**src/hw/rtl/cps_pkg.sv**
```systemverilog
// shared widths, constants and types of the charlier polynomial sequence block
// no dependencies
`default_nettype none

package cps_pkg;

  localparam int MAX_DEGREE = 31;

  localparam int X_W     = 32;
  localparam int MEAN_W  = 32;
  localparam int DEG_W   = 5;
  localparam int VAL_W   = 64;
  localparam int FRAC_W  = 16;
  localparam int MMX_W   = 34;
  localparam int FACT_W  = 34;
  localparam int FMAG_W  = FACT_W - 1;
  localparam int HALF_W  = VAL_W / 2;
  localparam int PROD_W  = FMAG_W + HALF_W;
  localparam int T1_W    = PROD_W + HALF_W;
  localparam int T2_W    = VAL_W + DEG_W;
  localparam int NUM_W   = 98;
  localparam int DIV_CNT_W = $clog2(VAL_W);

  localparam int IN_TDATA_W  = 40;
  localparam int OUT_TDATA_W = 72;
  localparam int IN_PAD_W    = IN_TDATA_W - X_W - DEG_W;
  localparam int OUT_PAD_W   = OUT_TDATA_W - VAL_W - DEG_W;

  localparam int APB_AW = 3;
  localparam int APB_DW = 32;
  localparam int REG_LSB = 2;
  localparam logic [APB_AW-REG_LSB-1:0] REG_POISSON_MEAN = '0;
  localparam logic [MEAN_W-1:0] MEAN_RESET = 32'h0001_0000;

  localparam int QUEUE_DEPTH = 2;
  localparam int QPTR_W      = $clog2(QUEUE_DEPTH);
  localparam int QCNT_W      = $clog2(QUEUE_DEPTH + 1);

  localparam logic [VAL_W-1:0] ONE_Q32 = 64'h0000_0001_0000_0000;
  localparam logic [VAL_W-1:0] VAL_MAX = {1'b0, {(VAL_W-1){1'b1}}};
  localparam logic [VAL_W-1:0] VAL_MIN = {1'b1, {(VAL_W-1){1'b0}}};

  // one command from the front: a - x and the clamped top degree
  typedef struct packed {
    logic [MMX_W-1:0] mmx;
    logic [DEG_W-1:0] top;
  } cmd_t;

  // divider status and result
  typedef struct packed {
    logic             done;
    logic             sat;
    logic [VAL_W-1:0] quot;
  } div_rsp_t;

endpackage

`default_nettype wire

```
**src/hw/rtl/cps_front.sv**
```systemverilog
// front end: accepts input items, forms a - x and clamps the top degree
// depends on cps_pkg
`default_nettype none

module cps_front import cps_pkg::*; (
  input  logic              clk,
  input  logic              rst,
  input  logic              in_valid,
  output logic              in_ready,
  input  logic [X_W-1:0]    x_value,
  input  logic [DEG_W-1:0]  top_degree,
  input  logic [MEAN_W-1:0] mean,
  output logic              cmd_valid,
  input  logic              cmd_ready,
  output cmd_t              cmd
);

  logic             hold_valid;
  cmd_t             hold;
  logic [MMX_W-1:0] mmx_next;
  logic [DEG_W-1:0] top_next;

  assign mmx_next = {2'b00, mean} - {{(MMX_W-X_W){x_value[X_W-1]}}, x_value};
  assign top_next = (top_degree > DEG_W'(MAX_DEGREE)) ? DEG_W'(MAX_DEGREE) : top_degree;

  assign in_ready  = !hold_valid || cmd_ready;
  assign cmd_valid = hold_valid;
  assign cmd       = hold;

  always_ff @(posedge clk) begin
    if (rst) begin
      hold_valid <= 1'b0;
    end else if (in_ready) begin
      hold_valid <= in_valid;
    end
    if (in_valid && in_ready) begin
      hold.mmx <= mmx_next;
      hold.top <= top_next;
    end
  end

endmodule

`default_nettype wire

```
**config.mk**
```make
export PLATFORM = sky130hd
export DESIGN_NAME = cps_front
export DESIGN_NICKNAME = d
export VERILOG_FILES = /design/src/hw/rtl/cps_pkg.sv /design/src/hw/rtl/cps_front.sv
export SDC_FILE = /design/constraint.sdc
export NUM_CORES = 1
export LEC_CHECK = 0
export ABC_AREA = 1
export BUFFER_PORTS_ARGS = -buffer_cell sky130_fd_sc_hd__buf_2
export CAP_MARGIN = 25
export CORE_UTILIZATION = 40
export CTS_BUF_LIST = sky130_fd_sc_hd__clkbuf_16
export CTS_CLUSTER_SIZE = 14
export DETAILED_ROUTE_END_ITERATION = 6
export SETUP_SLACK_MARGIN = 0.4
export SLEW_MARGIN = 20
export SYNTH_ARGS = -nofsm -noshare
export SYNTH_HDL_FRONTEND = slang
export SYNTH_SLANG_ARGS = --single-unit
```
**constraint.sdc**
```tcl
create_clock -name clk -period 8.2 [get_ports clk]
set_input_delay 1.64 -clock clk [delete_from_list [all_inputs] [get_ports clk]]
set_output_delay 1.64 -clock clk [all_outputs]
set_load 0.01 [all_outputs]
```
# --- Word-level counts from Yosys, hierarchy flattened ---
# Cells that the tools add are included.
word_totals:
  ff_bits: 40
  inputBits: 73
  wordCells: 8
op_classes:
  addsub: 1
  magnitude_cmp: 1
  n_reduce_logical: 3
op_table:
  columns: ["cell", "n"]
  rows:
  - ["$sub 33x32->34", 1]
  - ["$gt 5x5->1 const B", 1]
  - ["$logic_and 1x1->1", 1]
  - ["$logic_not 1->1", 1]
  - ["$logic_or 1x1->1", 1]

# --- Depth between registers and ports, before layout ---
logic_depth:
  ltp_word: 3
  ltp_mapped: 14

# --- Least setup slack after synthesis ---
# Ideal clock, no wire load.
synth_timing:
  kind: "input-to-reg"
  start: "input port in_valid"
  end: "register hold (netlist bit cmd[0]) (enable)"
  arrival_ns: 3.595
  slack_ns: 4.157
  cell_stages: 2
  path_buffers: 0
  path_cell_list: "inv_1 -> a21oi_1"
synth_via:
  elab_chain_cells: 1
synth_rtl:
  columns: ["element", "line", "text"]
  rows:
  - ["from (decl)", "cps_front.sv:8", "input logic in_valid,"]
  - ["$logic_and 1x1->1", "cps_front.sv:36", "if (in_valid && in_ready) begin"]
  - ["to (decl)", "cps_front.sv:19", "cmd_t hold;"]
# No other way between the ends.
# A chain may end at the register's enable or synchronous reset.

# --- Worst setup path in the final report ---
layout_timing:
  start: "input port cmd_ready"
  end: "output port in_ready"
layout_via:
  elab_chain_cells: 1
layout_rtl:
  columns: ["element", "line", "text"]
  rows:
  - ["from (decl)", "cps_front.sv:14", "input logic cmd_ready,"]
  - ["$logic_or 1x1->1", "cps_front.sv:26", "assign in_ready = !hold_valid || cmd_ready;"]
  - ["to (decl)", "cps_front.sv:9", "output logic in_ready,"]
# No other way between the ends.

==> results.toml <==
[outcome]
status = "complete, but fails checks"
violations = "DRC"

[detailed_routing]
drt_iter0_drc = 153
wl_per_cell_um = 12.9
first_pass_iters = 7
drc = 10
ant_nets = 0
routed_wirelength_um = 9870
num_vias = 3640
viasPerCell = 4.77

[floorplanning]
num_io_pins = 114
fp-row-count = 34
die-area_mm2 = 0.00964
core_area_mm2 = 0.00885
die_y_um = 98.2
dieWidth_um = 98.2
initial_core_util_pct = 41.8

[clock_network]
clock_path_buffers = 2
cts_tree = "yes"
htree_levels = 2
cts_sinks = 40
post_cts_resized = 0
clk_pin_slew_ns = 0.06
cts_buffers = 5
post_cts_buffers = 0
cts-root-buf = "clkbuf_16"
cts_hold_buf = 0
worstSkewPairLatency_ns = 0.28

[sta]
fmax_mhz = 270
tightest_slew_ns = 0.556
slew_viol_final = 0
setup_viol = 0
rsz0062_at_grt = "no"
maxSlewHeadroom_pct = 62.9
fin_tns_setup_ns = 0
hold_viol = 0
post-route-min-period_ns = 3.70
fin_worst_skew_ns = 0.00618
finalCritPeriodShare_pct = 45.1

[grt]
antenna_found_initial = 0
grt_pass1_vias = 3420
grt_start_max_net_pins = 40
grt_usage_pct = 20.7
grt_pass1_wl_um = 15900
overflow = 0

[synthesis]
synth_fa_ha_area_share_pct = 11.7
syn-num-nets = 645
synth.distinct_cells = 28
synthMuxAreaShare_pct = 0
syn-instance-count = 538
ys_seq_elements = 40
syn_area_per_cell_um2 = 6.88
ys_top_cells_by_area = "edfxtp_1, nand2_1, inv_1"
yosysSeqAreaShare_pct = 32.2
synthXorXnorAreaFrac_pct = 3.79
synth_area_mm2 = 0.00370
synth_top_area_share_pct = 31.6
synth_top_area_cell = "edfxtp_1"
yosysWarnings = 0
synth-simple-area-share_pct = 31.3
synth_top_family_by_area = "simple AND/OR/NAND/NOR gates"
synth_compound_area_share_pct = 9.16

[worst_setup_path]
required_ns = 6.56
ff2ff_setup_slack_ns = 6.87
crit_type = "in2out"
critPathArrivalTime_ns = 2.06
crit_fanout = 2
end_kind = "output port"
startpoint_type = "input port"
ff2ff_path_depth = 2

[final_layout]
syn2layout_area_growth_pct = 23.5
final_cell_mix = "nand2_1, buf_2, inv_1"
antenna_cells = 0
fill_cells = 903
num-nets-final = 761
mostFrequentLayoutCell = "nand2_1"
fin_util_pct = 51.6
drive_gt1_share_pct = 24.3
final_area_mm2 = 0.00457

[pwr]
vdd_drop_max_v = 0.0000937
power.density_mw_per_mm2 = 160
p_leak_nw = 2.52

[hold_path]
hold_class = "reg2reg"
holdPathStages = 2

[run]
maxCapViolations = 0

[placed_design]
dp_hpwl_um = 8320
dpl_cell_area_mm2 = 0.00440
portBuffers = 113
globalplace.congestion = 0.842
-- metal layers --
layer	up-vias	routed length, um	global-route usage [%]
li1	1917	-	-
met1	1603	4970	28.8
met5	-	0	0
met2	110	4340	34.2
met3	10	465	2.65
met4	0	93	4.82
-- area by class of cell --
type	instances	area (um2)	share of cell area (%)
tap	108	135	2.96
timing repair buffer	114	573	12.5
multi-input combinational	381	2080	45.6
clock buffer	5	125	2.74
clock inverter	3	42.5	0.931
inverter	112	420	9.20
sequential	40	1190	26.1
-- through the flow --
step                power (mW)  setup WS [ns]  instances  hold WS [ns]
floorplan                0.423           4.16        538         0.577
global placement         0.503           4.52        755         0.508
detailed placement       0.505           4.50        755         0.529
CTS                      0.736           4.50        763         0.541
global route             0.772           4.45        763         0.573
finish                   0.729           4.50        763         0.537
-- cell usage after synthesis (all sizes together) --
cell type  count
nand2        172
inv          112
nor2          55
a21oi         39
edfxtp        39
ha            33
nand3         21
o21ai         19
xor2          15
nor3           9
clkbuf         5
nand4          5
o21bai         4
and2           3
a21o           1
dfxtp          1
fa             1
nand3b         1
nor4           1
o21a           1
xnor2          1
-- kinds of logic after synthesis --
group / Yosys count
adders and majority gates: 34
DFF: 40
buffers and inverters: 117
xor gates and xnor gates: 16
AOI/OAI and AO/OA: 64
and+or+nand+nor: 267
-- sequential cells by signal, summed over array words and instances, names as in the netlist --
name       flops
cmd_valid      1
cmd           39
-- path summary, 6_finish.rpt --
path / start / end
max: cmd_ready / in_ready
min: cmd_valid / cmd_valid
max reg2reg: cmd_valid / cmd[24]
min reg2reg: cmd_valid / cmd_valid
-- where the power goes --
group | leakage [nW] | switching (mW) | internal, mW
Clock | 0.0798 | 0.0855 | 0.143
Combinational | 2.06 | 0.149 | 0.0881
Sequential | 0.387 | 0.00587 | 0.257
-- critical path, cell delays in order --
cell     delay [ns]
buf_2          0.09
inv_1          0.10
nand2_1        0.08
buf_2          0.15
Power figures use the tool's default switching activity.
