$ cat src/hw/rtl/cps_pkg.sv
// shared widths, constants and types of the charlier polynomial sequence block
// no dependencies
`default_nettype none

package cps_pkg;

  localparam int MAX_DEGREE = 31;

  localparam int X_W     = 32;
  localparam int MEAN_W  = 32;
  localparam int DEG_W   = 5;
  localparam int VAL_W   = 64;
  localparam int FRAC_W  = 16;
  localparam int MMX_W   = 34;
  localparam int FACT_W  = 34;
  localparam int FMAG_W  = FACT_W - 1;
  localparam int HALF_W  = VAL_W / 2;
  localparam int PROD_W  = FMAG_W + HALF_W;
  localparam int T1_W    = PROD_W + HALF_W;
  localparam int T2_W    = VAL_W + DEG_W;
  localparam int NUM_W   = 98;
  localparam int DIV_CNT_W = $clog2(VAL_W);

  localparam int IN_TDATA_W  = 40;
  localparam int OUT_TDATA_W = 72;
  localparam int IN_PAD_W    = IN_TDATA_W - X_W - DEG_W;
  localparam int OUT_PAD_W   = OUT_TDATA_W - VAL_W - DEG_W;

  localparam int APB_AW = 3;
  localparam int APB_DW = 32;
  localparam int REG_LSB = 2;
  localparam logic [APB_AW-REG_LSB-1:0] REG_POISSON_MEAN = '0;
  localparam logic [MEAN_W-1:0] MEAN_RESET = 32'h0001_0000;

  localparam int QUEUE_DEPTH = 2;
  localparam int QPTR_W      = $clog2(QUEUE_DEPTH);
  localparam int QCNT_W      = $clog2(QUEUE_DEPTH + 1);

  localparam logic [VAL_W-1:0] ONE_Q32 = 64'h0000_0001_0000_0000;
  localparam logic [VAL_W-1:0] VAL_MAX = {1'b0, {(VAL_W-1){1'b1}}};
  localparam logic [VAL_W-1:0] VAL_MIN = {1'b1, {(VAL_W-1){1'b0}}};

  // one command from the front: a - x and the clamped top degree
  typedef struct packed {
    logic [MMX_W-1:0] mmx;
    logic [DEG_W-1:0] top;
  } cmd_t;

  // divider status and result
  typedef struct packed {
    logic             done;
    logic             sat;
    logic [VAL_W-1:0] quot;
  } div_rsp_t;

endpackage

`default_nettype wire

$ cat src/hw/rtl/cps_queue.sv
// short command queue between the front end and the recurrence engine
// depends on cps_pkg
`default_nettype none

module cps_queue import cps_pkg::*; (
  input  logic clk,
  input  logic rst,
  input  logic push_valid,
  output logic push_ready,
  input  cmd_t push_data,
  output logic pop_valid,
  input  logic pop_ready,
  output cmd_t pop_data
);

  cmd_t              entries [QUEUE_DEPTH];
  logic [QPTR_W-1:0] wr_ptr;
  logic [QPTR_W-1:0] rd_ptr;
  logic [QCNT_W-1:0] count;
  logic              push;
  logic              pop;

  assign push_ready = (count != QCNT_W'(QUEUE_DEPTH));
  assign pop_valid  = (count != '0);
  assign pop_data   = entries[rd_ptr];
  assign push       = push_valid && push_ready;
  assign pop        = pop_valid && pop_ready;

  always_ff @(posedge clk) begin
    if (push) begin
      entries[wr_ptr] <= push_data;
    end
  end

  always_ff @(posedge clk) begin
    if (rst) begin
      wr_ptr <= '0;
      rd_ptr <= '0;
      count  <= '0;
    end else begin
      if (push) begin
        wr_ptr <= (wr_ptr == QPTR_W'(QUEUE_DEPTH - 1)) ? '0 : wr_ptr + 1'b1;
      end
      if (pop) begin
        rd_ptr <= (rd_ptr == QPTR_W'(QUEUE_DEPTH - 1)) ? '0 : rd_ptr + 1'b1;
      end
      if (push && !pop) begin
        count <= count + 1'b1;
      end else if (pop && !push) begin
        count <= count - 1'b1;
      end
    end
  end

endmodule

`default_nettype wire

$ cat config.mk
export PLATFORM = sky130hd
export DESIGN_NAME = cps_queue
export DESIGN_NICKNAME = d
export VERILOG_FILES = /design/src/hw/rtl/cps_pkg.sv /design/src/hw/rtl/cps_queue.sv
export SDC_FILE = /design/constraint.sdc
export NUM_CORES = 1
export LEC_CHECK = 0
export CAP_MARGIN = 0
export CORE_MARGIN = 4
export CORE_UTILIZATION = 58
export CTS_CLUSTER_SIZE = 14
export DETAILED_ROUTE_END_ITERATION = 10
export DONT_BUFFER_PORTS = 1
export GPL_TIMING_DRIVEN = 0
export HOLD_SLACK_MARGIN = 0.02
export PLACE_DENSITY = 0.81
export SYNTH_ARGS = -nofsm -noshare
export SYNTH_HDL_FRONTEND = slang
export SYNTH_SLANG_ARGS = --single-unit
$ cat constraint.sdc
create_clock -name clk -period 5.42 [get_ports clk]
set_input_delay 0 -clock clk [delete_from_list [all_inputs] [get_ports clk]]
set_output_delay 0 -clock clk [all_outputs]
set_load 0.1 [all_outputs]
# Yosys cells after proc, flatten, opt, wreduce, memory -nomap -nowiden
# Memory sizes are Yosys's and may differ from the RTL's. A register that Yosys moved wholly into a read port is not among the register bits.
# Index checks and enable logic that the tools add are counted.
# op_classes
addsub	4
eq_ne	1
n_mux	8
reduce_logical	8
# ops
op	count
2-to-1 mux 1 bit	6
logical AND 1 bit	4
2-to-1 mux 2 bit	2
nonzero test 2 bit	2
adder 1 bit, second input constant	2
adder 2 x 1 -> 2 bit, second input constant	1
zero test 1 bit	2
inequality test 2 bit, second input constant	1
subtractor 2 x 1 -> 2 bit, second input constant	1
# totals
regBits	4
ramBits	78
inputBits	43
output_inout_bits	41
mem_count	1
# memory_table
name	words	word_bits	read_ports	rd_clocked_by_memory_dff	write_ports	line_no	rtl
entries	2	39	1	1	1	cps_queue.sv:16	cmd_t entries [QUEUE_DEPTH];

# Depth between registers and ports, before layout
# depth
ltp_word	6
depth_mapped	6
ltp_nobuf	6

# Worst setup path after synthesis
# OpenSTA, ideal clock, no wires.
# synth_path
path_type	reg2reg
startpoint	register count[0]
endpoint	memory entries[1][0] (netlist bit), enable pin
setup_ns	0.400
arrival_ns	2.356
required_ns	5.020
setup_slack_ns	2.664
stages_incl_launch_ff	3
path_buffers	0
synth_period_minus_slack_ns	2.756
path_cell_list	dfxtp_1 > nand2b_1 > and3_1
# synth_between
elab_chain_len	4
# synth_rtl
element	line_no	rtl
from (decl)	cps_queue.sv:19	logic [QCNT_W-1:0] count;
from (signal assigned)	cps_queue.sv:48	count <= count + 1'b1;
from (signal assigned)	cps_queue.sv:50	count <= count - 1'b1;
inequality test 2 bit	cps_queue.sv:23	assign push_ready = (count != QCNT_W'(QUEUE_DEPTH));
named net push_ready	cps_queue.sv:9	output logic push_ready,
logical AND 1 bit	cps_queue.sv:26	assign push = push_valid && push_ready;
2-to-1 mux 1 bit	cps_queue.sv:30	if (push) begin
2-to-1 mux 1 bit (implied by the code)	cps_queue.sv:31	entries[wr_ptr] <= push_data;
to (decl)	cps_queue.sv:16	
# The timed path passes the listed nets, and every way through them passes these cells.

# Worst setup path after layout
# layout_path
startpoint	register count[0]
endpoint	memory entries[1][8] (netlist bit), enable pin
# Same word-level chain as after synthesis.

==> results.json <==
{
  "grt_max_degree": 40,
  "ys_warn_count": 0,
  "hpwl_um": 3191,
  "hp-class": "in -> reg",
  "ctsResizeCount": 0,
  "cts_setup_buffers": 0,
  "routed_wl_um": 5190,
  "syn_nets": 189,
  "synth_area_per_cell_sq_um": 20.92,
  "holdPathEnd": "count[1]$_SDFFE_PP0P_",
  "fin_crit_ns": 2.666,
  "layout-drive-gt1-share_pct": 29.56,
  "path_buf_inv": 0,
  "vias_per_cell": 5.234,
  "setup_violations": 0,
  "relSlewSlack_pct": 24.30,
  "syn_area_sq_mm": 0.003033,
  "ys_types": 19,
  "path_cells": "nand2b_1, and3_2",
  "first_iter_violations": 97,
  "n_antenna_cell": 0,
  "root_buffer": "clkbuf_8",
  "clock_latency_ns": 0.33,
  "ioPinCount": 84,
  "first_pass_iters": 4,
  "fmax_ghz": 0.3751,
  "synth.yosys.seq_area_share_pct": 80.53,
  "die_width_um": 80.31,
  "cts_buffer_depth": 2,
  "cts_max_level": 3,
  "drc": 0,
  "grt_pass1_wl_um": 7941,
  "vias": 1429,
  "start_util_pct": 59.76,
  "grt_pass1_vias": 1554,
  "ant_nets": 0,
  "worst_pin_slew_ns": 1.135,
  "whs_path_depth": 4,
  "crit_required_ns": 5.37,
  "hold_viol": 0,
  "gp_congestion": 0.7090,
  "port-buffer-count": 0,
  "nets": 242,
  "crit_path_top_delay_cell": "and3_2",
  "synth.area.top_cells": "edfxtp_1 77%, mux2_2 14%, dfxtp_1 3.3%, xor2_1 0.87%, ha_1 0.41%",
  "finalMaxSlewViolations": 0,
  "path_depth": 2,
  "cts_buffers": 9,
  "r2r_start": "count[0]$_SDFFE_PP0P_",
  "grtUsageTotal_pct": 17.14,
  "core_sq_mm": 0.005075,
  "antenna_found_initial": 0,
  "die_h_um": 80.31,
  "clk_pin_slew_ns": 0.07,
  "fin_crit_sh_pct": 49.18,
  "cp_max_fo": 39,
  "postCtsHoldBufs": 42,
  "fin_tns_setup_ns": 0,
  "area_growth_pct": 23.68,
  "cap_violations": 0,
  "slowest_delay_ns": 0.95,
  "critical-path-top-delay-family": "simple AND/OR/NAND/NOR gates",
  "critical_path_arrival_ns": 2.61,
  "reg2reg_to": "entries[1][8]$_DFFE_PP_",
  "critPathLaunchType": "flop",
  "outcome": "finished, final reports clean",
  "reg2reg_slack_ns": 2.75,
  "path_class": "reg -> reg",
  "overflow": 0,
  "synth_top_area_share_pct": 77.23,
  "rows": 26,
  "finalClockSkew_ns": 0.01130,
  "cts.sinks": 83,
  "rsz0062_at_grt": "no",
  "synth_area_leader_cell": "edfxtp_1",
  "end_kind": "flop",
  "cts_tree": "built",
  "avgRoutedWirePerCell_um": 19.01,
  "min_from": "push_valid",
  "syn_inst": 145,
  "ys_ff_latch": 83,
  "rr_worst_depth": 2,
  "dieArea_sq_mm": 0.006450
}
==> kinds of logic after synthesis <==
group / count (synthesis) / share of synthesized area [%]
flops: 83 / 80.53
buf+inv: 5 / 1.073
simple gates: 9 / 1.651
mux: 39 / 14.48
xor+xnor: 3 / 0.8665
compound gates: 5 / 0.9901
fa+ha+maj: 1 / 0.4125
==> flip-flops by register name (all words and copies together), names as in the netlist, named ones only <==
name / cells
wr_ptr: 1
rd_ptr: 1
count: 2
entries: 78
==> metal layers <==
metal	track usage [%]	vias to the layer above	share of wire [%]
met5	0	-	0
met4	5.068	0	0.29
met3	5.717	2	4.3
met2	31.21	43	57
met1	18.87	712	38
li1	-	672	-
==> cells in the final DEF, fill, tap and decap left out <==
cell / netlist / routed
and3_2: 0 / 1
buf_2: 2 / 2
or2_2: 1 / 1
inv_2: 0 / 1
clkinv_4: 0 / 1
nand3b_1: 1 / 1
ha_1: 1 / 1
nand2b_1: 1 / 1
xor2_1: 3 / 3
nor2_1: 3 / 3
mux2_2: 39 / 39
buf_4: 1 / 1
bufinv_16: 0 / 2
clkinv_2: 0 / 1
dlygate4sd3_1: 0 / 42
o21ai_0: 2 / 2
a21oi_1: 2 / 2
clkbuf_1: 0 / 2
or3_1: 1 / 1
a21bo_2: 1 / 1
clkinv_1: 0 / 1
clkbuf_8: 0 / 9
buf_6: 1 / 1
dfxtp_1: 5 / 5
edfxtp_1: 78 / 78
and2_1: 1 / 1
==> worst min-delay path: stages <==
cell	delay, ns
and2_1	0.11
ha_1	0.20
or3_1	0.13
a21oi_1	0.06
==> worst max path at each step <==
stage | startpoint | end | slack [ns]
3_5_place_dp | count[0]$_SDFFE_PP0P_ | entries[0][13]$_DFFE_PP_ | 2.31
2_1_floorplan | count[0]$_SDFFE_PP0P_ | entries[1][0]$_DFFE_PP_ | 2.66
6_report | count[0]$_SDFFE_PP0P_ | entries[1][8]$_DFFE_PP_ | 2.75
3_3_place_gp | count[0]$_SDFFE_PP0P_ | entries[1][14]$_DFFE_PP_ | 2.29
5_1_grt | count[0]$_SDFFE_PP0P_ | entries[1][12]$_DFFE_PP_ | 2.59
4_1_cts | count[0]$_SDFFE_PP0P_ | entries[0][28]$_DFFE_PP_ | 2.29
==> layout make-up <==
| cell class | count | area, sq um |
|---|---|---|
| plain buffers | 4 | 28.78 |
| clock buffers | 11 | 131.4 |
| clock inverters | 5 | 77.57 |
| well taps | 70 | 87.58 |
| inverters | 1 | 3.754 |
| fillers | 313 | 1324 |
| repair buffers | 42 | 420.4 |
| flip-flops and latches | 83 | 2442 |
| multi-input cells | 57 | 559.3 |
==> metrics by stage <==
stage / setup WS (ns) / hold WS (ns) / instance area (sq um) / util (%) / std cells
final: 2.754 / 0.2220 / 3751 / 73.92 / 273
after global routing: 2.590 / 0.2223 / 3751 / 73.92 / 273
after CTS: 2.295 / 0.1682 / 3751 / 73.92 / 273
after detailed placement: 2.312 / 0.07188 / 3122 / 61.51 / 215
after global placement: 2.289 / 0.07064 / 3120 / 61.49 / 215
after floorplan: 2.664 / 0.06907 / 3033 / - / 145
==> synth_stat cells <==
cell type   n
buf_4       1
or3_1       1
a21oi_1     2
dfxtp_1     5
inv_1       1
o21ai_0     2
and3_1      1
nand2b_1    1
ha_1        1
a21bo_2     1
buf_2       2
mux2_2     39
nand3b_1    1
xor2_1      3
or2_2       1
and2_1      1
buf_6       1
edfxtp_1   78
nor2_1      3
Power is not shown: default switching activity piles up to over one toggle a cycle in this logic, so the estimate is an artifact.
